==> config.mk <==
export PLATFORM = sky130hd
export DESIGN_NAME = mate_pair_classifier
export DESIGN_NICKNAME = d
export VERILOG_FILES = /design/src/hdl/mpc_pkg.sv /design/src/hdl/mate_pair_classifier.sv
export VERILOG_INCLUDE_DIRS = /design/src /design/src/hdl
export SDC_FILE = /design/constraint.sdc
export NUM_CORES = 2
export LEC_CHECK = 0
export ABC_AREA = 1
export BUFFER_PORTS_ARGS = -buffer_cell sky130_fd_sc_hd__buf_2
export CORE_UTILIZATION = 45
export DETAILED_ROUTE_END_ITERATION = 12
export PLACE_DENSITY = 0.74
export SLEW_MARGIN = 0
export SYNTH_ARGS = -nofsm -noshare
export SYNTH_HDL_FRONTEND = slang
export SYNTH_SLANG_ARGS = --single-unit
==> constraint.sdc <==
create_clock -name i_clk -period 16 [get_ports i_clk]
set_input_delay 1.6 -clock i_clk [delete_from_list [all_inputs] [get_ports i_clk]]
set_output_delay 1.6 -clock i_clk [all_outputs]
set_load 0.005 [all_outputs]
==> src/hdl/mate_pair_classifier_defines.svh <==
// Assertion macros shared by the mate pair classifier RTL.
`ifndef MATE_PAIR_CLASSIFIER_DEFINES_SVH
`define MATE_PAIR_CLASSIFIER_DEFINES_SVH

`ifndef SYNTHESIS
`define MPC_ASSERT_IMM(label, ante, cons) \
    label: assert property (@(posedge i_clk) disable iff (!i_rst_n) (ante) |-> (cons)) \
        else $error("mate pair classifier check failed");
`define MPC_ASSERT_NXT(label, ante, cons) \
    label: assert property (@(posedge i_clk) disable iff (!i_rst_n) (ante) |=> (cons)) \
        else $error("mate pair classifier check failed");
`else
`define MPC_ASSERT_IMM(label, ante, cons)
`define MPC_ASSERT_NXT(label, ante, cons)
`endif

`endif

==> src/hdl/mpc_pkg.sv <==
// Types and constants of the mate pair classifier.
package mpc_pkg;

    localparam int unsigned POS_W      = 32;
    localparam int unsigned LEN_W      = 16;
    localparam int unsigned LIB_W      = 20;
    localparam int unsigned MULT_W     = 8;
    localparam int unsigned GAP_W      = 16;
    localparam int unsigned CNT_W      = 8;
    localparam int unsigned END_W      = 34;
    localparam int unsigned SPAN_W     = 36;
    localparam int unsigned CMP_W      = 40;
    localparam int unsigned PROD_W     = 28;

    localparam int unsigned S_TDATA_W  = 144;
    localparam int unsigned S_TUSER_W  = 1;
    localparam int unsigned M_TDATA_W  = 136;
    localparam int unsigned M_TUSER_W  = 3;
    localparam int unsigned CFG_IDX_W  = 8;
    localparam int unsigned CFG_DATA_W = 16;

    localparam logic [CFG_IDX_W-1:0] CFG_DEV_MULT  = 8'd0;
    localparam logic [CFG_IDX_W-1:0] CFG_GAP_LIMIT = 8'd1;
    localparam logic [CFG_IDX_W-1:0] CFG_REAS_SD   = 8'd2;
    localparam logic [CFG_IDX_W-1:0] CFG_CLOSE_SD  = 8'd3;

    localparam logic [MULT_W-1:0] RST_DEV_MULT  = 8'd32;
    localparam logic [GAP_W-1:0]  RST_GAP_LIMIT = 16'd100;
    localparam logic [CNT_W-1:0]  RST_REAS_SD   = 8'd10;
    localparam logic [CNT_W-1:0]  RST_CLOSE_SD  = 8'd8;

    typedef enum logic [2:0] {
        ST_HAPPY      = 3'd0,
        ST_STRETCHED  = 3'd1,
        ST_COMPRESSED = 3'd2,
        ST_ORIENT     = 3'd3,
        ST_LINKING    = 3'd4,
        ST_SINGLETON  = 3'd5,
        ST_UNMATED    = 3'd6
    } t_status;

    typedef struct packed {
        logic [POS_W-1:0] a_off;
        logic [LEN_W-1:0] a_len;
        logic             a_rev;
        logic             b_here;
        logic [POS_W-1:0] b_off;
        logic [LEN_W-1:0] b_len;
        logic             b_rev;
        logic             mate_known;
        logic             mate_contig;
        logic             transposon;
        logic [LIB_W-1:0] mean;
        logic [LIB_W-1:0] sd;
    } t_pair_in;

    typedef struct packed {
        logic [POS_W-1:0]  a_beg;
        logic [POS_W-1:0]  b_beg;
        logic [END_W-1:0]  a_end;
        logic [END_W-1:0]  b_end;
        logic [LEN_W-1:0]  a_len;
        logic              a_rev;
        logic              b_rev;
        logic              b_here;
        logic              mate_known;
        logic              mate_contig;
        logic              transposon;
        logic [LIB_W-1:0]  mean;
        logic [PROD_W-1:0] dev_sd;
        logic [PROD_W-1:0] reas_sd;
        logic [PROD_W-1:0] close_sd;
    } t_stage2;

endpackage

==> src/hdl/mate_pair_classifier.sv <==
// Mate pair classifier: status, span and connectivity flags of one read pair.
// Throughput is one pair per cycle while the output is not stalled: input register,
// a stage that forms read ends and the deviation products, and a result register,
// each refilled when it empties.
// Synchronous active-low reset empties all stages and loads the register defaults.
// Configuration writes are taken in every cycle with no wait.
`include "mate_pair_classifier_defines.svh"

module mate_pair_classifier (
    input  logic                             i_clk,
    input  logic                             i_rst_n,
    input  logic                             i_s_axis_tvalid,
    output logic                             o_s_axis_tready,
    // first_offset, first_length, first_reverse, second_present, second_offset,
    // second_length, second_reverse, mate_known, mate_contig_known,
    // library_mean, library_sd, zero fill
    input  logic [mpc_pkg::S_TDATA_W-1:0]    i_s_axis_tdata,
    // transposon_pair
    input  logic [mpc_pkg::S_TUSER_W-1:0]    i_s_axis_tuser,
    output logic                             o_m_axis_tvalid,
    input  logic                             i_m_axis_tready,
    // left_end, right_end, span_length, actual_distance, reasonably_linked,
    // closely_linked, zero fill
    output logic [mpc_pkg::M_TDATA_W-1:0]    o_m_axis_tdata,
    // status
    output logic [mpc_pkg::M_TUSER_W-1:0]    o_m_axis_tuser,
    input  logic                             i_cfg_valid,
    output logic                             o_cfg_ready,
    input  logic [mpc_pkg::CFG_IDX_W-1:0]    i_cfg_index,
    input  logic [mpc_pkg::CFG_DATA_W-1:0]   i_cfg_data
);

    logic [mpc_pkg::MULT_W-1:0] r_dev_mult;
    logic [mpc_pkg::GAP_W-1:0]  r_gap_limit;
    logic [mpc_pkg::CNT_W-1:0]  r_reas_sd;
    logic [mpc_pkg::CNT_W-1:0]  r_close_sd;

    logic              r_s1_valid;
    mpc_pkg::t_pair_in r_s1;
    logic              r_s2_valid;
    mpc_pkg::t_stage2  r_s2;
    mpc_pkg::t_stage2  n_s2;
    logic              r_out_valid;

    mpc_pkg::t_status          r_out_status;
    logic [mpc_pkg::POS_W-1:0] r_out_left;
    logic [mpc_pkg::POS_W-1:0] r_out_right;
    logic [mpc_pkg::POS_W-1:0] r_out_span;
    logic [mpc_pkg::POS_W-1:0] r_out_actual;
    logic                      r_out_reas;
    logic                      r_out_close;

    mpc_pkg::t_status          n_status;
    logic [mpc_pkg::POS_W-1:0] n_left;
    logic [mpc_pkg::POS_W-1:0] n_right;
    logic [mpc_pkg::POS_W-1:0] n_span;
    logic [mpc_pkg::POS_W-1:0] n_actual;
    logic                      n_reas;
    logic                      n_close;

    logic s_accept;
    logic s1_adv;
    logic s2_adv;
    logic s3_adv;

    assign s3_adv          = !r_out_valid || i_m_axis_tready;
    assign s2_adv          = !r_s2_valid || s3_adv;
    assign s1_adv          = !r_s1_valid || s2_adv;
    assign o_s_axis_tready = s1_adv;
    assign s_accept        = i_s_axis_tvalid && s1_adv;
    assign o_cfg_ready     = 1'b1;

    always_ff @(posedge i_clk) begin
        if (!i_rst_n) begin
            r_dev_mult  <= mpc_pkg::RST_DEV_MULT;
            r_gap_limit <= mpc_pkg::RST_GAP_LIMIT;
            r_reas_sd   <= mpc_pkg::RST_REAS_SD;
            r_close_sd  <= mpc_pkg::RST_CLOSE_SD;
        end else if (i_cfg_valid) begin
            unique case (i_cfg_index)
                mpc_pkg::CFG_DEV_MULT:  r_dev_mult  <= i_cfg_data[mpc_pkg::MULT_W-1:0];
                mpc_pkg::CFG_GAP_LIMIT: r_gap_limit <= i_cfg_data[mpc_pkg::GAP_W-1:0];
                mpc_pkg::CFG_REAS_SD:   r_reas_sd   <= i_cfg_data[mpc_pkg::CNT_W-1:0];
                mpc_pkg::CFG_CLOSE_SD:  r_close_sd  <= i_cfg_data[mpc_pkg::CNT_W-1:0];
                default: ;
            endcase
        end
    end

    always_ff @(posedge i_clk) begin
        if (!i_rst_n) begin
            r_s1_valid <= 1'b0;
        end else if (s1_adv) begin
            r_s1_valid <= i_s_axis_tvalid;
        end
        if (s_accept) begin
            r_s1.a_off       <= i_s_axis_tdata[31:0];
            r_s1.a_len       <= i_s_axis_tdata[47:32];
            r_s1.a_rev       <= i_s_axis_tdata[48];
            r_s1.b_here      <= i_s_axis_tdata[49];
            r_s1.b_off       <= i_s_axis_tdata[81:50];
            r_s1.b_len       <= i_s_axis_tdata[97:82];
            r_s1.b_rev       <= i_s_axis_tdata[98];
            r_s1.mate_known  <= i_s_axis_tdata[99];
            r_s1.mate_contig <= i_s_axis_tdata[100];
            r_s1.mean        <= i_s_axis_tdata[120:101];
            r_s1.sd          <= i_s_axis_tdata[140:121];
            r_s1.transposon  <= i_s_axis_tuser[0];
        end
    end

    always_comb begin
        n_s2.a_beg       = r_s1.a_off;
        n_s2.b_beg       = r_s1.b_off;
        n_s2.a_end       = {{2{r_s1.a_off[31]}}, r_s1.a_off} + {18'd0, r_s1.a_len} - 34'd1;
        n_s2.b_end       = {{2{r_s1.b_off[31]}}, r_s1.b_off} + {18'd0, r_s1.b_len} - 34'd1;
        n_s2.a_len       = r_s1.a_len;
        n_s2.a_rev       = r_s1.a_rev;
        n_s2.b_rev       = r_s1.b_rev;
        n_s2.b_here      = r_s1.b_here;
        n_s2.mate_known  = r_s1.mate_known;
        n_s2.mate_contig = r_s1.mate_contig;
        n_s2.transposon  = r_s1.transposon;
        n_s2.mean        = r_s1.mean;
        n_s2.dev_sd      = {20'd0, r_dev_mult} * {8'd0, r_s1.sd};
        n_s2.reas_sd     = {20'd0, r_reas_sd} * {8'd0, r_s1.sd};
        n_s2.close_sd    = {20'd0, r_close_sd} * {8'd0, r_s1.sd};
    end

    always_ff @(posedge i_clk) begin
        if (!i_rst_n) begin
            r_s2_valid <= 1'b0;
        end else if (s2_adv) begin
            r_s2_valid <= r_s1_valid;
        end
        if (s2_adv) begin
            r_s2 <= n_s2;
        end
    end

    logic signed [mpc_pkg::SPAN_W-1:0] a_beg_x;
    logic signed [mpc_pkg::SPAN_W-1:0] b_beg_x;
    logic signed [mpc_pkg::SPAN_W-1:0] a_end_x;
    logic signed [mpc_pkg::SPAN_W-1:0] b_end_x;
    logic signed [mpc_pkg::SPAN_W-1:0] left_x;
    logic signed [mpc_pkg::SPAN_W-1:0] right_x;
    logic signed [mpc_pkg::SPAN_W-1:0] span_x;
    logic signed [mpc_pkg::SPAN_W-1:0] gap_x;
    logic signed [mpc_pkg::SPAN_W-1:0] mean_x;
    logic signed [mpc_pkg::SPAN_W-1:0] reas_x;
    logic signed [mpc_pkg::SPAN_W-1:0] close_x;
    logic signed [mpc_pkg::SPAN_W-1:0] limit_x;
    logic signed [mpc_pkg::SPAN_W-1:0] dev_x;
    logic signed [mpc_pkg::SPAN_W-1:0] dev_abs;
    logic signed [mpc_pkg::CMP_W-1:0]  span16;
    logic signed [mpc_pkg::CMP_W-1:0]  mean16;
    logic signed [mpc_pkg::CMP_W-1:0]  devsd16;
    logic                              orient_bad;
    logic                              sized;

    always_comb begin
        a_beg_x = {{4{r_s2.a_beg[31]}}, r_s2.a_beg};
        b_beg_x = {{4{r_s2.b_beg[31]}}, r_s2.b_beg};
        a_end_x = {{2{r_s2.a_end[33]}}, r_s2.a_end};
        b_end_x = {{2{r_s2.b_end[33]}}, r_s2.b_end};
        mean_x  = {16'd0, r_s2.mean};
        reas_x  = {8'd0, r_s2.reas_sd};
        close_x = {8'd0, r_s2.close_sd};
        limit_x = {20'd0, r_gap_limit};
        mean16  = {16'd0, r_s2.mean, 4'd0};
        devsd16 = {12'd0, r_s2.dev_sd};

        left_x  = (a_beg_x < b_beg_x) ? a_beg_x : b_beg_x;
        right_x = (a_end_x > b_end_x) ? a_end_x : b_end_x;
        span_x  = right_x - left_x + 36'sd1;
        gap_x   = r_s2.a_rev ? (b_beg_x - a_end_x) : (a_beg_x - b_end_x);
        span16  = {span_x, 4'd0};
        dev_x   = span_x - mean_x;
        dev_abs = dev_x[mpc_pkg::SPAN_W-1] ? -dev_x : dev_x;

        if (r_s2.transposon) begin
            orient_bad = (r_s2.a_rev == r_s2.b_rev) ||
                         (r_s2.a_rev && (a_end_x > b_end_x || b_beg_x < a_beg_x)) ||
                         (r_s2.b_rev && (b_end_x > a_end_x || a_beg_x < b_beg_x));
        end else begin
            orient_bad = (r_s2.a_rev == r_s2.b_rev) ||
                         (r_s2.a_rev && (a_beg_x < b_beg_x || b_end_x > a_end_x)) ||
                         (r_s2.b_rev && (b_beg_x < a_beg_x || a_end_x > b_end_x));
        end

        n_status = mpc_pkg::ST_HAPPY;
        n_reas   = 1'b0;
        n_close  = 1'b0;
        sized    = 1'b0;
        if (r_s2.b_here) begin
            n_left  = left_x[mpc_pkg::POS_W-1:0];
            n_right = right_x[mpc_pkg::POS_W-1:0];
            n_span  = span_x[mpc_pkg::POS_W-1:0];
            if (r_s2.transposon) begin
                n_actual = gap_x[mpc_pkg::POS_W-1:0];
                if (gap_x > limit_x) begin
                    n_status = mpc_pkg::ST_STRETCHED;
                end
                if (orient_bad) begin
                    n_status = mpc_pkg::ST_ORIENT;
                end
                n_reas = 1'b1;
            end else begin
                n_actual = span_x[mpc_pkg::POS_W-1:0];
                if (span16 > mean16 + devsd16) begin
                    n_status = mpc_pkg::ST_STRETCHED;
                end else if (span16 + devsd16 < mean16) begin
                    n_status = mpc_pkg::ST_COMPRESSED;
                end
                if (orient_bad) begin
                    n_status = mpc_pkg::ST_ORIENT;
                end
                sized   = (n_status != mpc_pkg::ST_ORIENT);
                n_reas  = (n_status == mpc_pkg::ST_HAPPY) ||
                          (n_status == mpc_pkg::ST_COMPRESSED) ||
                          ((n_status == mpc_pkg::ST_STRETCHED) && (span_x <= mean_x + reas_x));
                n_close = sized && (dev_abs < close_x);
            end
        end else begin
            n_left   = r_s2.a_beg;
            n_right  = r_s2.a_end[mpc_pkg::POS_W-1:0];
            n_actual = {16'd0, r_s2.a_len};
            n_span   = {12'd0, r_s2.mean};
            if (!r_s2.mate_known) begin
                n_status = mpc_pkg::ST_UNMATED;
                n_span   = {16'd0, r_s2.a_len};
            end else if (!r_s2.mate_contig) begin
                n_status = mpc_pkg::ST_SINGLETON;
            end else begin
                n_status = mpc_pkg::ST_LINKING;
            end
        end
    end

    always_ff @(posedge i_clk) begin
        if (!i_rst_n) begin
            r_out_valid <= 1'b0;
        end else if (s3_adv) begin
            r_out_valid <= r_s2_valid;
        end
        if (s3_adv) begin
            r_out_status <= n_status;
            r_out_left   <= n_left;
            r_out_right  <= n_right;
            r_out_span   <= n_span;
            r_out_actual <= n_actual;
            r_out_reas   <= n_reas;
            r_out_close  <= n_close;
        end
    end

    assign o_m_axis_tvalid = r_out_valid;
    assign o_m_axis_tdata  = {6'd0, r_out_close, r_out_reas, r_out_actual, r_out_span,
                              r_out_right, r_out_left};
    assign o_m_axis_tuser  = r_out_status;

    `MPC_ASSERT_IMM(a_unplaced_no_flags, r_out_valid && (r_out_status == mpc_pkg::ST_LINKING || r_out_status == mpc_pkg::ST_SINGLETON || r_out_status == mpc_pkg::ST_UNMATED), !r_out_reas && !r_out_close)
    `MPC_ASSERT_IMM(a_orient_not_close, r_out_valid && r_out_status == mpc_pkg::ST_ORIENT, !r_out_close)
    `MPC_ASSERT_NXT(a_s1_held, r_s1_valid && !s2_adv, r_s1_valid && $stable(r_s1))
    `MPC_ASSERT_NXT(a_s2_held, r_s2_valid && !s3_adv, r_s2_valid && $stable(r_s2))

endmodule
==> results.md <==
* CTS Sinks at about 580
* Area post-placement at just under 0.06 sq mm
* CP Launch Type: flip-flop
* Die area at between 0.1 and 0.15 sq mm
* Crit path top cell by count: nand2_1
* Slew @ Worst Pin at 1.29 ns
* Sequential share of the synthesized area at 30.0%
* CTS Hold Bufs at 0
* Die height at between 300 and 400 microns
* Max_cap viols at 0
* Clock transition at path regs at 0.06 ns
* RSZ-0062 raised after global routing: false
* Hold WC Path Type: reg -> reg
* Net Sw Frac at roughly 55%
* Clock Power Share at ~12%
* Status: finished, violations left
* Ys flop type: edfxtp_1
* Via Count at roughly 48000
* Post-detail-place hpwl at between 100000 and 150000 microns
* Placed Cells at 8811
* Worst Path Max Fanout at 65
* Worst skew pair latency at just over 0.7 ns
* Flop pwr share at between 10% and 20%
* Post-place setup slack at ~5.5 ns
* Fmax at just over 90 MHz
* PortBufs at 305
* CP arrival at 11.32 ns
* Initial core utilization at 45.4%
* Final period utilization at 67.5%
* Crit Path Class: reg -> reg
* Setup crit end kind: flip-flop
* Largest net degree at the start of global routing at 94
* FFs w/ async S/R, synth at 0%
* Synth Warn # at 0
* Syn_area_per_cell at 8.04 sq um
* Commonest non-fill, non-tap cells in the layout: 1654 x nand2_1, 1390 x inv_1, 641 x ha_1, 533 x edfxtp_1, 516 x a21oi_1
* CTS tree: yes
* GRT Util Overall at 28.4%
* Post-synth top area share at ~28%
* Violated checks: DRC
* Post-route ant nets at 0
* Final WS setup at slightly above 5 ns
* H-tree lvl count at 3
* Via/cell ratio at approximately 5.4
* # IOs at between 300 and 400
* Yosys top cell by area: edfxtp_1
* Comb power frac at between 70% and 80%
* Cells after Synth at 6984
* Number of synthesized flops with an enable pin at 533
* Critical Path RT at between 15 and 20 ns
* Final nets at roughly 8400
* Slew headroom at 12.8%
* Initial antenna violation count at 11
* DRC violations left at 42
* Leakage at 32.2 nW
* Setup Buffers After CTS at 0
* Initial DRC Count at ~4700
* Power Internal at ~0.0065 W
* Detailed Route WL at about 180000 microns
* # rows at roughly 130
* Sum Neg Setup Slack at 0 ns
* PostCTS Resize Cnt at 0
* Clk buf depth at 3
* Yosys cell types at 65
* Worst vdd ir at around 0.00017 V
* Global route overflow at 0
* Non-Filler Instances at between 8000 and 9000
* Core footprint at 0.124 sq mm
* Fraction of layout instances using a drive strength above 1 at under 10%
* Area contributors post-synth: edfxtp_1 28%, ha_1 14%, fa_1 12%
* # setup viols final at 0
* Max incr delay on CP at approximately 0.9 ns
* Antenna diodes at 0
* CP max stage cell: nor4b_1
* Reported net switching power at roughly 0.008 W
* Final hold vios at 0
* Post-layout minimum cycle time at 10.81 ns
* Register bit total from synthesis at 576
* Most common cell after layout, fill and taps aside: nand2_1
* CTS Buf Count at between 60 and 70
* Vias in the first global route at between 40000 and 50000
* Pins Over Slew Limit at 0
* Global-route wire length before repair at 272000 microns
* Clk_skew at about 0.065 ns
* Gpl congestion at between 1 and 1.5
* Die X at ~360 microns
* WL/cell at between 20 and 25 microns
* Synthesis-to-layout area growth at 10.1%
* Mapped Area at ~0.056 sq mm
* Root Driver: clkbuf_16
* Detailed Routing Iterations Pass 1 at 11
* Cell area after layout at 0.0618 sq mm
* Power Density at roughly 230 mW/mm^2
[flip-flops by register name, summed over array words and instances (netlist names), 3 cells and up]
name / flops
a_beg_x: 32
a_end_x: 34
b_beg_x: 32
b_end_x: 34
close_x: 28
devsd16: 28
mean16: 20
n_s2: 106
o_m_axis_tuser: 3
r_close_sd: 8
r_dev_mult: 8
r_gap_limit: 16
r_out_actual: 32
r_out_left: 32
r_out_right: 32
r_out_span: 32
r_reas_sd: 8
r_s1: 36
r_s2: 50
[per-layer routing]
layer / GRT usage [%] / routed length [microns] / up-vias
met3: 4.18 / 14700 / 478
met4: 17.2 / 11800 / 4
met2: 46.9 / 83000 / 2192
met5: 0 / 26 / -
met1: 35.1 / 70700 / 22800
li1: - / - / 23000
[cell type report]
| cell class | instances | area, sq um |
|---|---|---|
| clock buffers | 79 | 1810 |
| clock inverters | 45 | 588 |
| fillers | 11600 | 62000 |
| inverters | 1406 | 5290 |
| multi-input cells | 4847 | 33400 |
| flip-flops and latches | 576 | 16900 |
| well taps | 1637 | 2050 |
| repair buffers | 345 | 1830 |
[worst max-delay path: cells and delay by family, from the launching register on]
family,cells,cell delay [ns]
fa+ha+maj,5,1.84
simple gates,22,3.87
flops,1,0.43
xor+xnor,3,1.10
compound gates,13,2.28
buf+inv,5,0.98
[final timing paths]
path | slack [ns] | from | cells after the start | end
worst max-delay path | 5.19 | a_end_x[33] | 48 | r_out_close
worst min-delay path | 0.42 | n_s2[106] | 0 | r_s2[106]
worst max register to register | 5.19 | a_end_x[33] | 48 | r_out_close
worst min register to register | 0.42 | n_s2[106] | 0 | r_s2[106]
[cell families (layout without fill, tap and decap cells)]
logic type	count (synthesis)	count (layout)	synth area share, %
simple gates	2484	2484	18.3
buf+inv	1566	1875	10.5
compound gates	1116	1116	10.8
fa+ha+maj	974	974	26.1
flops	576	576	30.0
xor+xnor	266	266	4.15
other cells	2	7	0.0134
[power groups by stage]
stage	Clock (W)	Sequential, W	Combinational, W
global route	0.00176	0.00213	0.0120
floorplan	0	0.00209	0.00744
global placement	0	0.00214	0.0103
finish	0.00168	0.00212	0.0107
detailed placement	0	0.00214	0.0105
CTS	0.00171	0.00211	0.0105
[Yosys cell counts, drive strengths merged, types with 2 or more instances]
cell type and n:
o21ai 427, a221oi 4, edfxtp 533, nand2 1694
o211ai 17, a2111oi 2, ha 641, o31ai 3
buf 21, a22o 2, nor3 45, nor4b 3
and3 4, o221a 6, and2 5, dfxtp 43
clkbuf 139, or2 11, a21boi 29, conb 2
nand4 64, o221ai 10, inv 1404, a211oi 7
o22ai 9, nor4 16, nand3 197, xnor2 101
nor2 419, or4 3, fa 333, a21oi 521
a31o 2, a21o 18, nor3b 3, o21bai 18
a31oi 24, clkinv 2, nand3b 19, xor2 165
o21a 12
[stage by stage]
step	hold WS [ns]	utilization (%)	power, W
after global routing	0.428	49.9	0.0159
after floorplan	0.400	-	0.00953
after global placement	0.404	48.0	0.0124
final	0.416	49.9	0.0145
after detailed placement	0.405	48.0	0.0126
after CTS	0.417	49.9	0.0144
No activity file was read; power rests on OpenSTA's default activity.
